File: src/design/stg_pkg.sv
// Shared constants, types and helpers of the Sierpinski leaf generator.
// Used by the controller, the datapath and the top level; depends on nothing.
package stg_pkg;

    localparam int MAX_DEPTH = 10;
    localparam int MAX_SIZE  = 4096;

    localparam int DEPTH_W = 4;
    localparam int SIZE_W  = 13;
    localparam int CFG_W   = SIZE_W;
    localparam int COORD_W = $clog2(MAX_SIZE);
    localparam int LVL_W   = $clog2(MAX_DEPTH);
    localparam int EFF_W   = $clog2(MAX_DEPTH + 1);
    localparam int S_DATA_W = 8;
    localparam int M_DATA_W = ((6 * COORD_W + 7) / 8) * 8;

    localparam logic [DEPTH_W-1:0] DEPTH_RESET = DEPTH_W'(1);
    localparam logic [SIZE_W-1:0]  SIZE_RESET  = SIZE_W'(512);

    typedef enum logic [0:0] {
        REG_DEPTH = 1'b0,
        REG_IMAGE_SIZE = 1'b1
    } cfg_addr_t;

    typedef enum logic [1:0] {
        DIG_FIRST  = 2'd0,
        DIG_SECOND = 2'd1,
        DIG_THIRD  = 2'd2
    } digit_t;

    typedef struct packed {
        logic             start;
        logic             step;
        logic             load_out;
        logic [LVL_W-1:0] level;
    } cmd_t;

    typedef struct packed {
        logic [EFF_W-1:0] eff_depth;
    } status_t;

    function automatic logic [COORD_W-1:0] midpoint(input logic [COORD_W-1:0] a,
                                                    input logic [COORD_W-1:0] b);
        logic [COORD_W:0] sum;
        sum = {1'b0, a} + {1'b0, b};
        return sum[COORD_W:1];
    endfunction

endpackage

File: src/design/sierpinski_triangle_generator_top.sv
// Top level of the Sierpinski leaf generator: joins the controller and the datapath.
// Depends on stg_pkg, stg_ctrl and stg_datapath.
//
// Channel   Direction  Contents
// s_        in         request: restart flag
// m_        out        leaf: six vertex coordinates, tlast on the final leaf
// cfg_      in         register writes: depth, image_size
//
// A request loads the root triangle and advances the path; then the midpoint logic runs
// one level per cycle for each of the D levels (D, the effective depth, is at most 10),
// then the leaf moves into the output register once it is free or its leaf is taken.
// A new request is taken while a finished leaf still waits in the output register.
// Reset is synchronous and active low; it restores depth 1 and image size 512.
module sierpinski_triangle_generator_top
    import stg_pkg::*;
(
    input  logic                aclk,
    input  logic                aresetn,
    input  logic                s_tvalid,
    output logic                s_tready,
    input  logic [S_DATA_W-1:0] s_tdata,   // [0] restart, upper bits zero
    output logic                m_tvalid,
    input  logic                m_tready,
    output logic [M_DATA_W-1:0] m_tdata,   // x_top, y_top, x_left, y_left, x_right, y_right
    output logic                m_tlast,
    input  logic                cfg_wr_en,
    input  logic [0:0]          cfg_addr,
    input  logic [CFG_W-1:0]    cfg_wr_data
);

    cmd_t    cmd;
    status_t status;

    stg_ctrl u_ctrl (
        .aclk     (aclk),
        .aresetn  (aresetn),
        .s_tvalid (s_tvalid),
        .s_tready (s_tready),
        .m_tvalid (m_tvalid),
        .m_tready (m_tready),
        .cmd      (cmd),
        .status   (status)
    );

    stg_datapath u_datapath (
        .aclk        (aclk),
        .aresetn     (aresetn),
        .cfg_wr_en   (cfg_wr_en),
        .cfg_addr    (cfg_addr),
        .cfg_wr_data (cfg_wr_data),
        .restart     (s_tdata[0]),
        .cmd         (cmd),
        .status      (status),
        .m_tdata     (m_tdata),
        .m_tlast     (m_tlast)
    );

endmodule

File: src/design/stg_datapath.sv
// Datapath of the Sierpinski leaf generator: configuration registers, path digits,
// the working triangle with its midpoint unit, and the output register. Uses stg_pkg.
module stg_datapath
    import stg_pkg::*;
(
    input  logic                aclk,
    input  logic                aresetn,
    input  logic                cfg_wr_en,
    input  logic [0:0]          cfg_addr,
    input  logic [CFG_W-1:0]    cfg_wr_data,
    input  logic                restart,
    input  cmd_t                cmd,
    output status_t             status,
    output logic [M_DATA_W-1:0] m_tdata,
    output logic                m_tlast
);

    logic [DEPTH_W-1:0] depth_reg;
    logic [SIZE_W-1:0]  size_reg;
    logic               started_reg;
    digit_t             digits_reg [MAX_DEPTH];
    digit_t             digits_next [MAX_DEPTH];

    logic [COORD_W-1:0] tx_reg, ty_reg, lx_reg, ly_reg, rx_reg, ry_reg;
    logic               last_reg;
    logic [COORD_W-1:0] o_tx_reg, o_ty_reg, o_lx_reg, o_ly_reg, o_rx_reg, o_ry_reg;
    logic               o_last_reg;

    logic [EFF_W-1:0]   eff_depth;
    logic [SIZE_W-1:0]  size_eff;
    logic [COORD_W-1:0] s_m1;
    logic [COORD_W-1:0] m0x, m0y, m1x, m1y, m2x;
    digit_t             dig;

    always_ff @(posedge aclk) begin
        if (!aresetn) begin
            depth_reg <= DEPTH_RESET;
            size_reg  <= SIZE_RESET;
        end else if (cfg_wr_en) begin
            case (cfg_addr_t'(cfg_addr))
                REG_DEPTH:      depth_reg <= cfg_wr_data[DEPTH_W-1:0];
                REG_IMAGE_SIZE: size_reg  <= cfg_wr_data[SIZE_W-1:0];
                default: ;
            endcase
        end
    end

    always_comb begin
        if (int'(depth_reg) > MAX_DEPTH) begin
            eff_depth = EFF_W'(MAX_DEPTH);
        end else begin
            eff_depth = EFF_W'(depth_reg);
        end
        if (size_reg < SIZE_W'(2)) begin
            size_eff = SIZE_W'(2);
        end else if (int'(size_reg) > MAX_SIZE) begin
            size_eff = SIZE_W'(MAX_SIZE);
        end else begin
            size_eff = size_reg;
        end
        s_m1 = COORD_W'(size_eff - SIZE_W'(1));
    end

    assign status.eff_depth = eff_depth;

    // The path advances as a base-3 counter whose least significant digit is the deepest level.
    always_comb begin
        logic carry;
        carry = 1'b1;
        for (int i = MAX_DEPTH - 1; i >= 0; i--) begin
            digits_next[i] = digits_reg[i];
            if (i < int'(eff_depth)) begin
                if (carry) begin
                    digits_next[i] = (digits_reg[i] == DIG_THIRD) ? DIG_FIRST :
                                     digit_t'(digits_reg[i] + 2'd1);
                end
                carry = carry & (digits_reg[i] == DIG_THIRD);
            end
        end
    end

    always_ff @(posedge aclk) begin
        if (!aresetn) begin
            started_reg <= 1'b0;
        end else if (cmd.start) begin
            started_reg <= 1'b1;
        end
    end

    always_ff @(posedge aclk) begin
        if (cmd.start) begin
            for (int i = 0; i < MAX_DEPTH; i++) begin
                digits_reg[i] <= (restart || !started_reg) ? DIG_FIRST : digits_next[i];
            end
        end
    end

    assign dig = digits_reg[cmd.level];
    assign m0x = midpoint(tx_reg, lx_reg);
    assign m0y = midpoint(ty_reg, ly_reg);
    assign m1x = midpoint(tx_reg, rx_reg);
    assign m1y = midpoint(ty_reg, ry_reg);
    assign m2x = midpoint(lx_reg, rx_reg);

    always_ff @(posedge aclk) begin
        if (cmd.start) begin
            tx_reg   <= s_m1 >> 1;
            ty_reg   <= COORD_W'(1);
            lx_reg   <= COORD_W'(1);
            ly_reg   <= s_m1;
            rx_reg   <= s_m1;
            ry_reg   <= s_m1;
            last_reg <= 1'b1;
        end else if (cmd.step) begin
            last_reg <= last_reg & (dig == DIG_THIRD);
            case (dig)
                DIG_FIRST: begin
                    lx_reg <= m0x;
                    ly_reg <= m0y;
                    rx_reg <= m1x;
                    ry_reg <= m1y;
                end
                DIG_SECOND: begin
                    tx_reg <= m0x;
                    ty_reg <= m0y;
                    rx_reg <= m2x;
                    ry_reg <= ly_reg;
                end
                default: begin
                    tx_reg <= m1x;
                    ty_reg <= m1y;
                    lx_reg <= m2x;
                end
            endcase
        end
    end

    always_ff @(posedge aclk) begin
        if (cmd.load_out) begin
            o_tx_reg   <= tx_reg;
            o_ty_reg   <= ty_reg;
            o_lx_reg   <= lx_reg;
            o_ly_reg   <= ly_reg;
            o_rx_reg   <= rx_reg;
            o_ry_reg   <= ry_reg;
            o_last_reg <= last_reg;
        end
    end

    assign m_tdata = M_DATA_W'({o_ry_reg, o_rx_reg, o_ly_reg, o_lx_reg, o_ty_reg, o_tx_reg});
    assign m_tlast = o_last_reg;

endmodule

File: src/design/stg_ctrl.sv
// Controller of the Sierpinski leaf generator: request handshake, level sequencing
// and result valid. Drives the datapath by command signals; uses stg_pkg.
module stg_ctrl
    import stg_pkg::*;
(
    input  logic    aclk,
    input  logic    aresetn,
    input  logic    s_tvalid,
    output logic    s_tready,
    output logic    m_tvalid,
    input  logic    m_tready,
    output cmd_t    cmd,
    input  status_t status
);

    typedef enum logic [2:0] {
        ST_IDLE = 3'b001,
        ST_RUN  = 3'b010,
        ST_DONE = 3'b100
    } state_t;

    state_t           state_reg, state_next;
    logic [LVL_W-1:0] level_reg, level_next;
    logic             m_tvalid_reg, m_tvalid_next;

    always_ff @(posedge aclk) begin
        if (!aresetn) begin
            state_reg    <= ST_IDLE;
            level_reg    <= '0;
            m_tvalid_reg <= 1'b0;
        end else begin
            state_reg    <= state_next;
            level_reg    <= level_next;
            m_tvalid_reg <= m_tvalid_next;
        end
    end

    always_comb begin
        state_next   = state_reg;
        level_next   = level_reg;
        s_tready     = 1'b0;
        cmd.start    = 1'b0;
        cmd.step     = 1'b0;
        cmd.load_out = 1'b0;
        cmd.level    = level_reg;
        case (state_reg)
            ST_IDLE: begin
                s_tready = aresetn;
                if (s_tvalid && aresetn) begin
                    cmd.start  = 1'b1;
                    level_next = '0;
                    state_next = (status.eff_depth == '0) ? ST_DONE : ST_RUN;
                end
            end
            ST_RUN: begin
                cmd.step = 1'b1;
                if (EFF_W'(level_reg) == status.eff_depth - EFF_W'(1)) begin
                    state_next = ST_DONE;
                end else begin
                    level_next = level_reg + LVL_W'(1);
                end
            end
            ST_DONE: begin
                if (!m_tvalid_reg || m_tready) begin
                    cmd.load_out = 1'b1;
                    state_next   = ST_IDLE;
                end
            end
            default: begin
                state_next = ST_IDLE;
            end
        endcase
    end

    always_comb begin
        m_tvalid_next = m_tvalid_reg;
        if (cmd.load_out) begin
            m_tvalid_next = 1'b1;
        end else if (m_tready) begin
            m_tvalid_next = 1'b0;
        end
    end

    assign m_tvalid = m_tvalid_reg;

endmodule

File: config.mk
export PLATFORM = sky130hd
export DESIGN_NAME = sierpinski_triangle_generator_top
export DESIGN_NICKNAME = d
export VERILOG_FILES = /design/src/design/stg_pkg.sv /design/src/design/sierpinski_triangle_generator_top.sv /design/src/design/stg_datapath.sv /design/src/design/stg_ctrl.sv
export SDC_FILE = /design/constraint.sdc
export NUM_CORES = 1
export LEC_CHECK = 0
export ABC_AREA = 0
export BUFFER_PORTS_ARGS = -buffer_cell sky130_fd_sc_hd__buf_2
export CORE_UTILIZATION = 50
export DETAILED_ROUTE_END_ITERATION = 8
export MAX_ROUTING_LAYER = met4
export PLACE_DENSITY_LB_ADDON = 0.3
export SKIP_CTS_REPAIR_TIMING = 1
export SYNTH_ARGS = -nofsm -noshare
export SYNTH_HDL_FRONTEND = slang
export SYNTH_SLANG_ARGS = --single-unit
File: constraint.sdc
create_clock -name aclk -period 8.6 [get_ports aclk]
set_input_delay 0.86 -clock aclk [delete_from_list [all_inputs] [get_ports aclk]]
set_output_delay 0.86 -clock aclk [all_outputs]
set_load 0.05 [all_outputs]
==> run_results.csv <==
group,metric,value,unit
run_status,outcome,"completed",
routing,vias,8170,
finish,drive_gt1_share,13.7,%
timing,setup_viol,0,
clock_tree,clock_path_buffers,2,
routing,ant_nets,0,
die,die_area,0.0222,sq mm
clock_tree,htreeDepth,4,
power,p_per_area,231,mW/mm^2
die,die_y,149,microns
timing,max_clock_freq,293,MHz
grt,antenna_found_initial,0,
worst_setup_path,crit_family,"simple AND/OR/NAND/NOR gates",
synth,synthArstFlopShare,0,%
finish,multi_input_area,0.00515,sq mm
worst_setup_path,r2r_end,"u_datapath.tx_reg[7]",
timing,rsz0062_at_grt,"false",
synth,synth_top_cell_area_share,39.0,%
timing,max_slew_margin,35.6,%
worst_setup_path,r2r_setup_slack,5.19,ns
timing,min_period_over_period,39.6,%
power,vdd_drop_max,0.000150,V
routing,vias_per_cell,5.81,
routing,met3_length,1710,microns
clock_tree,cts_sinks,196,
timing,layout_setup_ws,5.19,ns
place,dp_hpwl,17500,microns
worst_setup_path,crit_path_end_kind,"flip-flop",
finish,utilization,57.0,%
worst_setup_path,critical_path_arrival,3.41,ns
finish,fillers,1862,
finish,largest_reg_flops,20,
timing,tightest_slew,0.965,ns
synth,yosysTopAreaCell,"edfxtp_1",
worst_setup_path,cp.required,8.60,ns
clock_tree,cts_tree,"built",
routing,drt-met1-wl,11400,microns
flow_run,maxCapViolations,0,
timing,fin_tns_setup,0,ns
die,pin_count,102,
finish,syn_to_final_growth,11.3,%
power,power,2.78,mW
clock_tree,path_clk_slew,0.07,ns
finish,seq_area,0.00533,sq mm
timing,holdWs,0.464,ns
routing,route.detailed.drc,0,
worst_setup_path,timing.critical_path.mode_cell,"nand2_1",
place,numPortBuffers,94,
clock_tree,clk_latency,0.43,ns
worst_setup_path,path_class,"flip-flop to flip-flop",
grt,grt_first_pass_wirelength,39600,microns
timing,hold_viol,0,
synth,yosysUniqueCellTypes,73,
timing,finClkSkew,0.0109,ns
die,std_cell_rows,53,
routing,routed_wl,24800,microns
timing,fin_crit,3.41,ns
die,core,0.0211,sq mm
grt,first_global_vias,7657,
synth,synthCells,1038,
timing,drv_slew,0,
finish,diodes,0,
grt,gr-total-overflow,0,
worst_setup_path,crit_buf_inv,0,
synth,syn_avg_cell_area,10.4,sq um
synth,synth_area_leaders,"edfxtp_1 (39%), dfxtp_1 (10%), ha_1 (8.1%)",
routing,topRoutingLayerUsed,"met4",
routing,wl_per_cell,17.7,microns
synth,synth_edf_count,140,
routing,wl_met2,11100,microns
worst_setup_path,start_kind,"flip-flop",
synth,synth_ff_type,"edfxtp_1",
synth,ys_ff_latch,196,
finish,nNetsFinal,1219,
synth,yosysWarnings,0,
worst_setup_path,critical_path.max_fanout,21,
place,pre_cts_slack,5.19,ns
grt,track_usage,23.7,%
worst_setup_path,path_cells,"mux4_2, a22o_1, a21oi_2, nand2_1, nand2_1, nand2_1",
synth,synth_fp_nets,1140,
synth,yosysSeqAreaShare,49.3,%
die,initial_core_util,51.2,%
min_path,min_from,"u_datapath.ry_reg[8]",
grt,grt_max_degree,74,
clock_tree,cts_buffers,17,
synth,syn_area,0.0108,sq mm
worst_setup_path,slowest_stage,"nand2_1",
min_path,hold_depth,0,
power,power_leakage,4.80,nW
clock_tree,root_buffer,"clkbuf_16",
min_path,holdPathEnd,"u_datapath.o_ry_reg[8]",
routing,dr.first_iter.drc_count,541,
place,gp_congestion,0.900,
worst_setup_path,reg2regPathDepth,6,
min_path,min_path_type,"flip-flop to flip-flop",
die,dieWidth,149,microns
worst_setup_path,max_stage_delay,0.63,ns
routing,first_pass_iters,5,
[cell usage after synthesis (all sizes together), types with 4 or more instances]
cell / count
a21o: 28
fa: 5
o21ai: 73
and2: 13
a21boi: 18
a211oi: 18
nand2: 102
and3: 10
o211ai: 11
mux2: 4
nand3: 27
nor3: 39
edfxtp: 140
or2: 5
mux2i: 20
dfxtp: 56
inv: 32
nand2b: 5
nor2: 71
or3: 4
a31oi: 10
nor2b: 24
nor4: 4
xnor2: 30
clkbuf: 28
ha: 70
a21oi: 78
buf: 15
nand4: 4
xor2: 17
o21bai: 6
o21a: 18
mux4: 4
[kinds of logic (layout without fill, tap and decap cells)]
| kind of cell | count (synthesis) | in the layout | synth area share [%] |
|---|---|---|---|
| simple gates | 321 | 321 | 14.1 |
| compound gates | 296 | 296 | 17.5 |
| flops | 196 | 196 | 49.3 |
| fa+ha+maj | 75 | 75 | 9.04 |
| buf+inv | 75 | 167 | 3.06 |
| xor+xnor | 47 | 47 | 3.81 |
| mux | 28 | 28 | 3.11 |
[report_power, final]
| group | switching, mW | internal [mW] |
|---|---|---|
| combinational | 0.492 | 0.348 |
| clock | 0.357 | 0.375 |
| sequential | 0.0781 | 1.13 |
[layout by cell type (no fill, tap or decap), drive strengths merged, types with 19 or more instances in the layout]
cell | Yosys | final
edfxtp | 140 | 140
buf | 15 | 103
nand2 | 102 | 102
a21oi | 78 | 78
o21ai | 73 | 73
nor2 | 71 | 71
ha | 70 | 70
dfxtp | 56 | 56
nor3 | 39 | 39
inv | 32 | 36
xnor2 | 30 | 30
a21o | 28 | 28
nand3 | 27 | 27
nor2b | 24 | 24
mux2i | 20 | 20
clkbuf | 28 | 19
[worst max path at each step]
stage                                 endpoint  slack [ns]  cells past startpoint
after detailed placement  u_datapath.tx_reg[5]        5.19                      6
after CTS                 u_datapath.tx_reg[7]        5.17                      6
after global placement    u_datapath.tx_reg[6]        5.25                      6
final                     u_datapath.tx_reg[7]        5.19                      6
after global routing      u_datapath.tx_reg[4]        4.93                      6
after floorplan             u_datapath.m_tlast        3.91                      2
[routing by layer]
| layer | global-route usage, % | vias up |
|---|---|---|
| li1 | - | 4015 |
| met1 | 31.5 | 3845 |
| met2 | 35.9 | 275 |
| met3 | 4.43 | 35 |
| met4 | 9.13 | 0 |
| met5 | - | - |
[worst register-to-register path, stage by stage, from the launching register on]
cell and delay, ns:
dfxtp_1 0.59, mux4_2 0.59, a22o_1 0.23, a21oi_2 0.20, nand2_1 0.14, nand2_1 0.59
nand2_1 0.63
[per-stage QoR]
step | area, sq um | std cells
6_report | 12000 | 1405
4_1_cts | 12000 | 1405
3_5_place_dp | 11500 | 1373
5_1_grt | 12000 | 1405
2_1_floorplan | 10800 | 1038
3_3_place_gp | 11500 | 1373
[final cells by class]
class | instances | share of cell area, %
clock buffer | 19 | 3.60
clock inverter | 13 | 0.875
inverter | 32 | 1.00
multi-input combinational | 767 | 42.9
sequential | 196 | 44.3
tap | 275 | 2.86
timing repair buffer | 103 | 4.48
No activity file was read; power rests on OpenSTA's default activity.
